## config.mk

```make
export PLATFORM = sky130hd
export DESIGN_NAME = timed_reply_queue_top_flat
export DESIGN_NICKNAME = d
export VERILOG_FILES = /design/src/design/trq_pkg.sv /design/src/design/trq_req_if.sv /design/src/design/trq_rsp_if.sv /design/src/design/timed_reply_queue_top.sv /design/src/design/trq_cell.sv /design/src/flat_wrapper.sv
export SDC_FILE = /design/constraint.sdc
export NUM_CORES = 2
export LEC_CHECK = 0
export ABC_AREA = 1
export BUFFER_PORTS_ARGS = -buffer_cell sky130_fd_sc_hd__buf_2
export CORE_MARGIN = 2
export CORE_UTILIZATION = 55
export CTS_CLUSTER_DIAMETER = 40
export DETAILED_ROUTE_END_ITERATION = 8
export PLACE_DENSITY_LB_ADDON = 0.15
export SKIP_LAST_GASP = 1
export SLEW_MARGIN = 15
export SYNTH_ARGS = -nofsm -noshare
export SYNTH_HDL_FRONTEND = slang
export SYNTH_SLANG_ARGS = --single-unit
export TNS_END_PERCENT = 10
```

## constraint.sdc

```tcl
create_clock -name clk -period 6.7 [get_ports clk]
set_clock_uncertainty 0.2 [all_clocks]
set_input_delay 0.335 -clock clk [delete_from_list [all_inputs] [get_ports clk]]
set_output_delay 0.335 -clock clk [all_outputs]
set_load 0.1 [all_outputs]
```

## src/design/trq_pkg.sv

```systemverilog
// ----------------------------------------------------------------------------
// trq_pkg
// Shared types for the timed reply queue: the scan record that walks the
// chain of slot cells, and its operation codes.
// ----------------------------------------------------------------------------
package trq_pkg;

    localparam int DEFAULT_QUEUE_DEPTH = 16;

    typedef enum logic [1:0] {
        REC_IDLE   = 2'd0,
        REC_INSERT = 2'd1,
        REC_POLL   = 2'd2
    } trq_op_t;

    // time_val is the due time of an insert, or the current time of a poll.
    // For a poll the payload fields hold the best candidate so far.
    typedef struct packed {
        logic        valid;
        trq_op_t     op;
        logic        hit;
        logic [31:0] time_val;
        logic [31:0] best_due;
        logic [7:0]  module_id;
        logic [3:0]  kind_code;
        logic [31:0] argument;
    } trq_rec_t;

endpackage

```

## src/design/trq_req_if.sv

```systemverilog
// ----------------------------------------------------------------------------
// trq_req_if
// Request channel of the timed reply queue: queue and poll beats.
// ----------------------------------------------------------------------------
interface trq_req_if;
    logic               valid;
    logic               ready;
    logic               opcode;
    logic [7:0]         module_id;
    logic [3:0]         reply_kind_in;
    logic signed [31:0] argument_in;
    logic [31:0]        due_time;
    logic [31:0]        now_time;

    modport source (
        output valid, opcode, module_id, reply_kind_in, argument_in, due_time, now_time,
        input  ready
    );
    modport sink (
        input  valid, opcode, module_id, reply_kind_in, argument_in, due_time, now_time,
        output ready
    );
endinterface

```

## src/design/trq_rsp_if.sv

```systemverilog
// ----------------------------------------------------------------------------
// trq_rsp_if
// Response channel of the timed reply queue: one beat per request beat.
// ----------------------------------------------------------------------------
interface trq_rsp_if;
    logic               valid;
    logic               ready;
    logic               insert_accepted;
    logic               reply_valid;
    logic [7:0]         reply_module;
    logic [3:0]         reply_kind_out;
    logic signed [31:0] reply_argument;
    logic [31:0]        drop_count;

    modport source (
        output valid, insert_accepted, reply_valid, reply_module, reply_kind_out,
               reply_argument, drop_count,
        input  ready
    );
    modport sink (
        input  valid, insert_accepted, reply_valid, reply_module, reply_kind_out,
               reply_argument, drop_count,
        output ready
    );
endinterface

```

## src/design/timed_reply_queue_top.sv

```systemverilog
// ----------------------------------------------------------------------------
// timed_reply_queue_top
// Slot table of pending replies, served earliest due first.
// ----------------------------------------------------------------------------
// Each request beat walks a row of QUEUE_DEPTH slot cells, one cell per clock:
// a queue beat lands in the first free slot, a poll beat collects the earliest
// due used slot (lower slot wins ties), which is freed as the record leaves
// the row. A request walks the row of slot cells, then moves into the result
// stage and then into the output register, which drives the response. The
// next request is taken as soon as the result reaches the output register,
// even if the sink has not yet taken it; while the sink still holds off the
// previous result, the new result waits in the result stage and the input
// stalls until the output register frees up.
// bus_enabled low makes polls return no reply.
module timed_reply_queue_top
    import trq_pkg::*;
#(
    parameter int QUEUE_DEPTH = DEFAULT_QUEUE_DEPTH
)
(
    input  logic      clk,
    input  logic      rst_n,
    trq_req_if.sink   req,
    trq_rsp_if.source rsp,
    input  logic      cfg_we,
    input  logic      cfg_wdata
);

    localparam int IDX_W = $clog2(QUEUE_DEPTH);

    trq_rec_t               rec_chain [0:QUEUE_DEPTH];
    logic [IDX_W-1:0]       idx_chain [0:QUEUE_DEPTH];
    logic [QUEUE_DEPTH-1:0] chain_valid;

    trq_rec_t    rec_head;
    logic        bus_enabled_reg;
    logic        busy_reg;
    logic [31:0] dropped_total_reg;
    logic [31:0] dropped_total_next;
    logic        accept;
    logic        clr_en;
    trq_rec_t    last;
    logic        drop;
    logic        transfer;

    logic        pend_valid_reg;
    logic        pend_accepted_reg;
    logic        pend_reply_reg;
    logic [7:0]  pend_module_reg;
    logic [3:0]  pend_kind_reg;
    logic [31:0] pend_argument_reg;
    logic [31:0] pend_drop_reg;

    logic        out_valid_reg;
    logic        out_accepted_reg;
    logic        out_reply_reg;
    logic [7:0]  out_module_reg;
    logic [3:0]  out_kind_reg;
    logic [31:0] out_argument_reg;
    logic [31:0] out_drop_reg;

    assign req.ready = !busy_reg;
    assign accept    = req.valid && !busy_reg;

    always_comb
    begin
        rec_head           = '0;
        rec_head.valid     = accept;
        rec_head.op        = req.opcode ? (bus_enabled_reg ? REC_POLL : REC_IDLE)
                                        : REC_INSERT;
        rec_head.time_val  = req.opcode ? req.now_time : req.due_time;
        rec_head.module_id = req.module_id;
        rec_head.kind_code = req.reply_kind_in;
        rec_head.argument  = req.argument_in;
    end
    assign rec_chain[0] = rec_head;
    assign idx_chain[0] = '0;

    assign last   = rec_chain[QUEUE_DEPTH];
    assign clr_en = last.valid && (last.op == REC_POLL) && last.hit;
    assign drop   = last.valid && (last.op == REC_INSERT) && !last.hit;

    generate
        for (genvar g = 0; g < QUEUE_DEPTH; g++)
        begin : g_cell
            trq_cell #(
                .IDX_W (IDX_W),
                .SLOT  (g)
            ) u_cell (
                .clk     (clk),
                .rst_n   (rst_n),
                .rec_in  (rec_chain[g]),
                .idx_in  (idx_chain[g]),
                .rec_out (rec_chain[g+1]),
                .idx_out (idx_chain[g+1]),
                .clr_en  (clr_en),
                .clr_idx (idx_chain[QUEUE_DEPTH])
            );
            assign chain_valid[g] = rec_chain[g+1].valid;
        end
    endgenerate

    always_comb
    begin
        dropped_total_next = dropped_total_reg;
        if (drop && (dropped_total_reg != 32'hFFFF_FFFF))
        begin
            dropped_total_next = dropped_total_reg + 32'd1;
        end
    end

    assign transfer = pend_valid_reg && (!out_valid_reg || rsp.ready);

    always_ff @(posedge clk or negedge rst_n)
    begin
        if (!rst_n)
        begin
            bus_enabled_reg   <= 1'b1;
            busy_reg          <= 1'b0;
            dropped_total_reg <= '0;
            pend_valid_reg    <= 1'b0;
            out_valid_reg     <= 1'b0;
        end
        else
        begin
            if (cfg_we)
            begin
                bus_enabled_reg <= cfg_wdata;
            end
            dropped_total_reg <= dropped_total_next;
            if (accept)
            begin
                busy_reg <= 1'b1;
            end
            else if (transfer)
            begin
                busy_reg <= 1'b0;
            end
            if (last.valid)
            begin
                pend_valid_reg <= 1'b1;
            end
            else if (transfer)
            begin
                pend_valid_reg <= 1'b0;
            end
            if (transfer)
            begin
                out_valid_reg <= 1'b1;
            end
            else if (rsp.ready)
            begin
                out_valid_reg <= 1'b0;
            end
        end
    end

    // result payload; reply fields are zero unless a poll found a slot
    always_ff @(posedge clk)
    begin
        if (last.valid)
        begin
            pend_accepted_reg <= (last.op == REC_INSERT) && last.hit;
            pend_reply_reg    <= clr_en;
            pend_module_reg   <= clr_en ? last.module_id : 8'd0;
            pend_kind_reg     <= clr_en ? last.kind_code : 4'd0;
            pend_argument_reg <= clr_en ? last.argument : 32'd0;
            pend_drop_reg     <= dropped_total_next;
        end
        if (transfer)
        begin
            out_accepted_reg <= pend_accepted_reg;
            out_reply_reg    <= pend_reply_reg;
            out_module_reg   <= pend_module_reg;
            out_kind_reg     <= pend_kind_reg;
            out_argument_reg <= pend_argument_reg;
            out_drop_reg     <= pend_drop_reg;
        end
    end

    assign rsp.valid           = out_valid_reg;
    assign rsp.insert_accepted = out_accepted_reg;
    assign rsp.reply_valid     = out_reply_reg;
    assign rsp.reply_module    = out_module_reg;
    assign rsp.reply_kind_out  = out_kind_reg;
    assign rsp.reply_argument  = out_argument_reg;
    assign rsp.drop_count      = out_drop_reg;

`ifndef SYNTHESIS
    // at most one record walks the row
    a_single_record: assert property (@(posedge clk) disable iff (!rst_n)
        $countones(chain_valid) <= 1)
        else $error("more than one record in the slot row");

    a_record_while_busy: assert property (@(posedge clk) disable iff (!rst_n)
        (chain_valid != '0) |-> busy_reg)
        else $error("record in the slot row while not busy");

    a_drop_monotonic: assert property (@(posedge clk) disable iff (!rst_n)
        ##1 (dropped_total_reg >= $past(dropped_total_reg)))
        else $error("drop counter went down");

    a_result_exclusive: assert property (@(posedge clk) disable iff (!rst_n)
        pend_valid_reg |-> !(pend_accepted_reg && pend_reply_reg))
        else $error("beat both stored and replied");
`endif

endmodule

```

## src/design/trq_cell.sv

```systemverilog
// ----------------------------------------------------------------------------
// trq_cell
// One reply slot. Takes the scan record from its left neighbour, stores an
// insert if it is the first free slot, or offers itself as the earliest due
// reply of a poll, and registers the record for its right neighbour.
// ----------------------------------------------------------------------------
module trq_cell
    import trq_pkg::*;
#(
    parameter int IDX_W = 4,
    parameter int SLOT  = 0
)
(
    input  logic             clk,
    input  logic             rst_n,
    input  trq_rec_t         rec_in,
    input  logic [IDX_W-1:0] idx_in,
    output trq_rec_t         rec_out,
    output logic [IDX_W-1:0] idx_out,
    input  logic             clr_en,
    input  logic [IDX_W-1:0] clr_idx
);

    localparam logic [IDX_W-1:0] SLOT_IDX = IDX_W'(SLOT);

    logic             used_reg;
    logic [31:0]      due_reg;
    logic [7:0]       module_reg;
    logic [3:0]       kind_reg;
    logic [31:0]      argument_reg;
    trq_rec_t         rec_out_reg;
    trq_rec_t         rec_out_next;
    logic [IDX_W-1:0] idx_out_reg;
    logic [IDX_W-1:0] idx_out_next;
    logic             wr_en;
    logic [31:0]      due_diff;
    logic [31:0]      order_diff;

    // wrap-aware compares: sign bit of the 32-bit difference
    assign due_diff   = rec_in.time_val - due_reg;
    assign order_diff = due_reg - rec_in.best_due;

    always_comb
    begin
        rec_out_next = rec_in;
        idx_out_next = idx_in;
        wr_en        = 1'b0;
        if (rec_in.valid)
        begin
            case (rec_in.op)
                REC_INSERT:
                begin
                    if (!rec_in.hit && !used_reg)
                    begin
                        wr_en            = 1'b1;
                        rec_out_next.hit = 1'b1;
                        idx_out_next     = SLOT_IDX;
                    end
                end
                REC_POLL:
                begin
                    if (used_reg && !due_diff[31] && (!rec_in.hit || order_diff[31]))
                    begin
                        rec_out_next.hit       = 1'b1;
                        rec_out_next.best_due  = due_reg;
                        rec_out_next.module_id = module_reg;
                        rec_out_next.kind_code = kind_reg;
                        rec_out_next.argument  = argument_reg;
                        idx_out_next           = SLOT_IDX;
                    end
                end
                default:
                begin
                end
            endcase
        end
    end

    always_ff @(posedge clk or negedge rst_n)
    begin
        if (!rst_n)
        begin
            used_reg    <= 1'b0;
            rec_out_reg <= '0;
        end
        else
        begin
            rec_out_reg <= rec_out_next;
            if (wr_en)
            begin
                used_reg <= 1'b1;
            end
            else if (clr_en && (clr_idx == SLOT_IDX))
            begin
                used_reg <= 1'b0;
            end
        end
    end

    always_ff @(posedge clk)
    begin
        idx_out_reg <= idx_out_next;
        if (wr_en)
        begin
            due_reg      <= rec_in.time_val;
            module_reg   <= rec_in.module_id;
            kind_reg     <= rec_in.kind_code;
            argument_reg <= rec_in.argument;
        end
    end

    assign rec_out = rec_out_reg;
    assign idx_out = idx_out_reg;

endmodule

```

## src/flat_wrapper.sv

```systemverilog
// flat-port wrapper written by rule: the top's interface ports become plain ports
module timed_reply_queue_top_flat import trq_pkg::*;
#(
    parameter int QUEUE_DEPTH = DEFAULT_QUEUE_DEPTH
)
  (clk, rst_n, cfg_we, cfg_wdata, req_valid, req_opcode, req_module_id, req_reply_kind_in, req_argument_in, req_due_time, req_now_time, req_ready, rsp_valid, rsp_insert_accepted, rsp_reply_valid, rsp_reply_module, rsp_reply_kind_out, rsp_reply_argument, rsp_drop_count, rsp_ready);
  trq_req_if req_i ();
  trq_rsp_if rsp_i ();
  input  logic clk;
  input  logic rst_n;
  input  logic cfg_we;
  input  logic cfg_wdata;
  input wire logic [$bits(req_i.valid)-1:0] req_valid;
  input wire logic [$bits(req_i.opcode)-1:0] req_opcode;
  input wire logic [$bits(req_i.module_id)-1:0] req_module_id;
  input wire logic [$bits(req_i.reply_kind_in)-1:0] req_reply_kind_in;
  input wire logic [$bits(req_i.argument_in)-1:0] req_argument_in;
  input wire logic [$bits(req_i.due_time)-1:0] req_due_time;
  input wire logic [$bits(req_i.now_time)-1:0] req_now_time;
  output wire logic [$bits(req_i.ready)-1:0] req_ready;
  output wire logic [$bits(rsp_i.valid)-1:0] rsp_valid;
  output wire logic [$bits(rsp_i.insert_accepted)-1:0] rsp_insert_accepted;
  output wire logic [$bits(rsp_i.reply_valid)-1:0] rsp_reply_valid;
  output wire logic [$bits(rsp_i.reply_module)-1:0] rsp_reply_module;
  output wire logic [$bits(rsp_i.reply_kind_out)-1:0] rsp_reply_kind_out;
  output wire logic [$bits(rsp_i.reply_argument)-1:0] rsp_reply_argument;
  output wire logic [$bits(rsp_i.drop_count)-1:0] rsp_drop_count;
  input wire logic [$bits(rsp_i.ready)-1:0] rsp_ready;
  assign req_i.valid = req_valid;
  assign req_i.opcode = req_opcode;
  assign req_i.module_id = req_module_id;
  assign req_i.reply_kind_in = req_reply_kind_in;
  assign req_i.argument_in = req_argument_in;
  assign req_i.due_time = req_due_time;
  assign req_i.now_time = req_now_time;
  assign req_ready = req_i.ready;
  assign rsp_valid = rsp_i.valid;
  assign rsp_insert_accepted = rsp_i.insert_accepted;
  assign rsp_reply_valid = rsp_i.reply_valid;
  assign rsp_reply_module = rsp_i.reply_module;
  assign rsp_reply_kind_out = rsp_i.reply_kind_out;
  assign rsp_reply_argument = rsp_i.reply_argument;
  assign rsp_drop_count = rsp_i.drop_count;
  assign rsp_i.ready = rsp_ready;
  timed_reply_queue_top #(.QUEUE_DEPTH(QUEUE_DEPTH)) u_core (.clk(clk), .rst_n(rst_n), .req(req_i), .rsp(rsp_i), .cfg_we(cfg_we), .cfg_wdata(cfg_wdata));
endmodule
```

# --- After elaboration in Yosys (flattened, before gate mapping) ---
# Cells that the tools add are included.
totals:
  out_inout_bits: 80
  elab_cells: 734
  in_bits: 115
  regBits: 3212
op_classes:
  addsub: 32
  n_eq_ne: 50
  n_reduce_logical: 155
  mux: 259
ops:
  columns: ["operator", "n"]
  rows:
  - ["2-to-1 mux 76 bit", 45]
  - ["subtractor 32 bit", 31]
  - ["2-to-1 mux 4 bit", 42]
  - ["2-to-1 mux 1 bit", 134]
  - ["2-to-1 mux 44 bit", 3]
  - ["case mux 4 bit (2 select lines)", 14]
  - ["logical AND 1 bit", 70]
  - ["2-to-1 mux 32 bit", 2]
  - ["zero test 1 bit", 49]
  - ["nonzero test 2 bit", 19]
  - ["equality test 2 x 1 -> 1 bit, second input constant", 17]
  - ["equality test 2 bit, second input constant", 17]
  - ["case mux 1 bit (2 select lines)", 17]
  - ["adder 32 x 1 -> 32 bit, second input constant", 1]
  - ["equality test 4 bit, second input constant", 8]
  - ["!= test 32 bit, second input constant", 1]
  - ["equality test 4 x 3 -> 1 bit, second input constant", 4]
  - ["logical OR 1 bit", 16]
  - ["equality test 4 x 2 -> 1 bit, second input constant", 2]
  - ["equality test 4 x 1 -> 1 bit, second input constant", 1]
  - ["zero test 4 bit", 1]
  - ["2-to-1 mux 2 bit", 2]

# --- Depth between registers and ports, before layout ---
logic_depth:
  word_depth: 7
  ltp_mapped: 22
  mapped_depth_nobuf: 20

# --- Hierarchy ---
# A second synthesis with hierarchy kept.
hier_totals:
  hier_cells: 12946
  hier_area_um2: 139931.7
modules_own_cells:
  columns: ["mod", "instances", "cells_each", "seq_area_each_um2", "area_per_inst_um2"]
  rows:
  - ["trq_cell (u_core.g_cell[10].u_cell ...)", 2, 792, 5190.0, 8516.9]
  - ["trq_cell (u_core.g_cell[13].u_cell ...)", 2, 802, 5190.0, 8419.3]
  - ["trq_cell (u_core.g_cell[5].u_cell ...)", 2, 746, 5190.0, 8110.3]
  - ["trq_cell (u_core.g_cell[1].u_cell ...)", 2, 737, 5190.0, 8076.5]
  - ["trq_cell (u_core.g_cell[0].u_cell)", 1, 722, 5190.0, 8763.4]
  - ["trq_cell (u_core.g_cell[11].u_cell)", 1, 811, 5190.0, 8408.1]
  - ["trq_cell (u_core.g_cell[15].u_cell)", 1, 789, 5190.0, 8316.7]
  - ["trq_cell (u_core.g_cell[3].u_cell)", 1, 744, 5190.0, 8106.5]
  - ["trq_cell (u_core.g_cell[7].u_cell)", 1, 738, 5190.0, 8096.5]
  - ["trq_cell (u_core.g_cell[8].u_cell)", 1, 770, 5190.0, 8087.8]
  - ["trq_cell (u_core.g_cell[4].u_cell)", 1, 733, 5190.0, 8075.2]
  - ["trq_cell (u_core.g_cell[9].u_cell)", 1, 774, 5190.0, 8044.0]
  - ["timed_reply_queue_top", 1, 711, 5586.6, 7787.5]

# --- Worst setup path before layout ---
# Ideal clock, no wire load.
synth_timing:
  path_kind: "register to register"
  startpoint: "register u_core.busy_reg"
  endpoint: "register u_core.g_cell[0].u_cell.argument_reg[0] (enable)"
  stages_incl_launch_ff: 4
  arrival_ns: 6.423
  setup_ns: 0.606
  required_ns: 5.894
  synth_period_minus_slack_ns: 7.229
  setup_slack_ns: -0.529
  path_buffers: 0
  path_cell_list: "dfrtp_1 > inv_1 > nand2_1 > nor3_1"
synth_via:
  elab_chain_cells: 3
synth_rtl:
  columns: ["item", "line", "text"]
  rows:
  - ["start: declaration", "timed_reply_queue_top.sv:37", "logic busy_reg;"]
  - ["start signal: assignment", "timed_reply_queue_top.sv:119", "busy_reg <= 1'b0;"]
  - ["start signal: assignment", "timed_reply_queue_top.sv:133", "busy_reg <= 1'b1;"]
  - ["start signal: assignment", "timed_reply_queue_top.sv:137", "busy_reg <= 1'b0;"]
  - ["zero test 1 bit", null, null]
  - ["named net req_ready", "flat_wrapper.sv:20", "output wire logic [$bits(req_i.ready)-1:0] req_ready;"]
  - ["logical AND 1 bit", "timed_reply_queue_top.sv:63", "assign accept = req.valid && !busy_reg;"]
  - ["2-to-1 mux 1 bit", "trq_cell.sv:48", "if (rec_in.valid)"]
  - ["named net u_core.g_cell[0].u_cell.wr_en", "trq_cell.sv:35", "logic wr_en;"]
  - ["end signal: assignment", "trq_cell.sv:108", "argument_reg <= rec_in.argument;"]
  - ["end: declaration", "trq_cell.sv:30", "logic [31:0] argument_reg;"]
# The timed path passes the listed nets, and every way through them passes these cells.
# A chain may end at the register's enable or synchronous reset.

==> out/qor.yml <==
yosysUniqueCellTypes: 48
avgSynthCellArea_um2: 11.0
ys_async_sr_fraction_pct: 55.6
drc: 0
avgViaCountPerCell: 5.08
final-setup-viol-count: 0
cts_setup_buffers: 0
drv_slew: 0
initial_core_util_pct: 55.2
postRouteAntennaNets: 0
drv_cap: 0
synth_top_area_share_pct: 33.6
grt_pass1_vias: 84400
rsz0062_at_grt: "false"
numPortBuffers: 194
setup_ws_ns: 2.34
syn_area_um2: 133000
rows: 180
grt_max_degree: 178
min_path_type: "in2async"
synth_ff_type: "dfrtp_1"
overflow: 0
cts_root_buf: "clkbuf_16"
cp-end-kind: "register"
place_congestion: 0.883
synth-edff-count: 1372
clkTransAtPathRegs_ns: 0.06
peakVddDrop_uv: 244
yosysMostFrequentCell: "nand2_1"
die_h_um: 495
fin_setup_tns_ns: 0
drt-total-wl_um: 244000
fill_cells: 18100
synth_top_area_cell: "dfrtp_1"
first_pass_iters: 6
worst_pin_slew_ns: 0.963
fmax_mhz: 230
die-area_um2: 245000
clk_latency_ns: 0.93
cts_sinks: 3201
crit_required_ns: 7.32
power_density_nw_per_um2: 342
final_cell_area_um2: 153000
synthCells: 12000
gr-usage-all-layers_pct: 20.4
area_delta_synth_final_pct: 15.6
syn_nets: 13100
place_ws_ns: 2.12
io_pins: 195
period_share_pct: 65.0
arrival_ns: 4.98
hpwl_um: 172000
cts_resized: 0
drive_above_1_share_pct: 8.31
finalHoldViolCount: 0
placed_area_um2: 137000
largest_register_ffs: 1728
finalNetCount: 13700
synth_area_leaders: "dfrtp_1, edfxtp_1, nand2_1"
htreeDepth: 5
numCtsBuffers: 414
timing.rr.start: "u_core.g_cell[0].u_cell.due_reg[18]"
drt-initial-drc-count: 4645
ys_warn_count: 0
total_leakage_power_nw: 70.8
wire_per_inst_um: 15.2
status: "finished, final reports clean"
num_vias: 81800
slew_headroom_pct: 35.2
antenna_found_initial: 5
r2r_cells: 12
crit_type: "in2reg"
ys_ff_latch: 3201
rrSetupSlack_ns: 2.74
reg2reg_to: "u_core.g_cell[0].u_cell.rec_out[17]"
crit_fanout: 77
seq_area_frac_synth_pct: 65.4
core_um2: 240000
fin_crit_ns: 4.36
grt_pass1_wl_um: 415000
clockBufferDepth: 4
synthTopCellsByCount: "nand2_1, dfrtp_1, inv_1"
start_kind: "input pin"
cts_tree: "yes"
fp.dieW_um: 495
==> per-stage QoR <==
stage | cells | power (mW) | utilization [%] | hold WS, ns
floorplan | 12000 | 28.6 | - | -0.161
global placement | 15100 | 30.3 | 56.9 | 0.193
detailed placement | 15100 | 30.6 | 56.9 | 0.196
CTS | 16100 | 53.0 | 63.8 | 0.0127
global route | 16100 | 55.0 | 63.8 | 0.0434
finish | 16100 | 52.4 | 63.8 | 0.0313
==> repair_timing <==
| item | 4_1_cts | 5_1_grt |
|---|---|---|
| hold buffers | 225 | 0 |
| endpoints found under the hold margin | 923 | 0 |
| endpoints found under the setup margin | 0 | 0 |
==> power by group <==
part           internal [mW]  switching [mW]  leakage, nW
clock                   13.9            8.27         6.87
sequential              23.0            1.24         35.0
combinational           1.77            4.28         28.9
total                   38.6            13.8         70.8
==> placed cells by master, fill, tap and decap left out, types with 30 or more instances in the layout <==
master / synthesis / routed
nand2_1: 3608 / 3608
dfrtp_1: 1779 / 1771
inv_1: 1480 / 1476
edfxtp_1: 1372 / 1372
ha_1: 961 / 958
nand4_1: 622 / 622
a21oi_1: 462 / 461
clkbuf_16: 0 / 424
nor2_1: 411 / 396
o21ai_0: 366 / 366
dlygate4sd3_1: 0 / 224
nand3_1: 220 / 213
buf_2: 112 / 193
buf_4: 35 / 84
nor3_1: 59 / 58
clkbuf_1: 212 / 57
clkinv_2: 0 / 49
dfxtp_1: 49 / 49
bufinv_16: 0 / 46
clkinvlp_4: 0 / 46
xor2_1: 36 / 36
inv_6: 0 / 34
clkbuf_8: 0 / 32
clkinv_4: 0 / 30
==> worst max-delay path, cell delays in order <==
cell and delay (ns):
dlygate4sd3_1 0.54, buf_2 0.12, dlygate4sd3_1 0.55, nand2_1 0.07, nand2_1 0.07, ha_1 0.31
a21oi_1 0.16, o21ai_0 0.14, nand2_1 0.08, o211ai_1 0.13, a31oi_1 0.34, nand2_1 0.13
nand2_2 0.64, nand3_4 0.92, nand2_1 0.28, nand2_1 0.09
==> worst max-delay path by stage <==
stage,cells past startpoint,slack [ns],to,start
after floorplan,2,1.23,u_core.busy_reg,u_core.rsp.valid
after global placement,15,2.22,u_core.g_cell[0].u_cell.rec_out[19],req_opcode
after detailed placement,15,2.12,u_core.g_cell[0].u_cell.rec_out[11],req_opcode
after CTS,15,2.50,u_core.g_cell[0].u_cell.rec_out[57],req_due_time[18]
after global routing,18,2.06,u_core.g_cell[0].u_cell.rec_out[43],req_now_time[4]
final,16,2.34,u_core.g_cell[0].u_cell.rec_out[17],req_due_time[18]
==> final cells by class <==
class	instances	area [µm²]	area share, %
diodes	2	5.00	0.00326
well taps	3185	3990	2.60
clock buffers	513	11300	7.35
repair buffers	512	4070	2.65
clock inverters	248	2980	1.94
inverters	1484	5570	3.63
multi-input cells	6962	38700	25.2
flip-flops and latches	3201	86700	56.6
==> cells by family after synthesis <==
kind of cell / synth area share (%)
AND/OR/NAND/NOR: 15.8
flip-flops: 65.4
buffers and inverters: 5.64
adder cells (fa/ha/maj): 9.06
AO/OA/AOI/OAI: 3.73
XOR/XNOR: 0.403
multiplexers: 0.00849
==> metal layers <==
metal | GRT usage, % | routed length (µm) | vias up
met5 | 0 | 0 | -
met4 | 7.65 | 8410 | 0
met3 | 2.84 | 8010 | 555
met2 | 36.0 | 123000 | 1477
met1 | 25.5 | 105000 | 38800
li1 | - | - | 40900
Note: power is estimated with default switching activity, not from simulation.
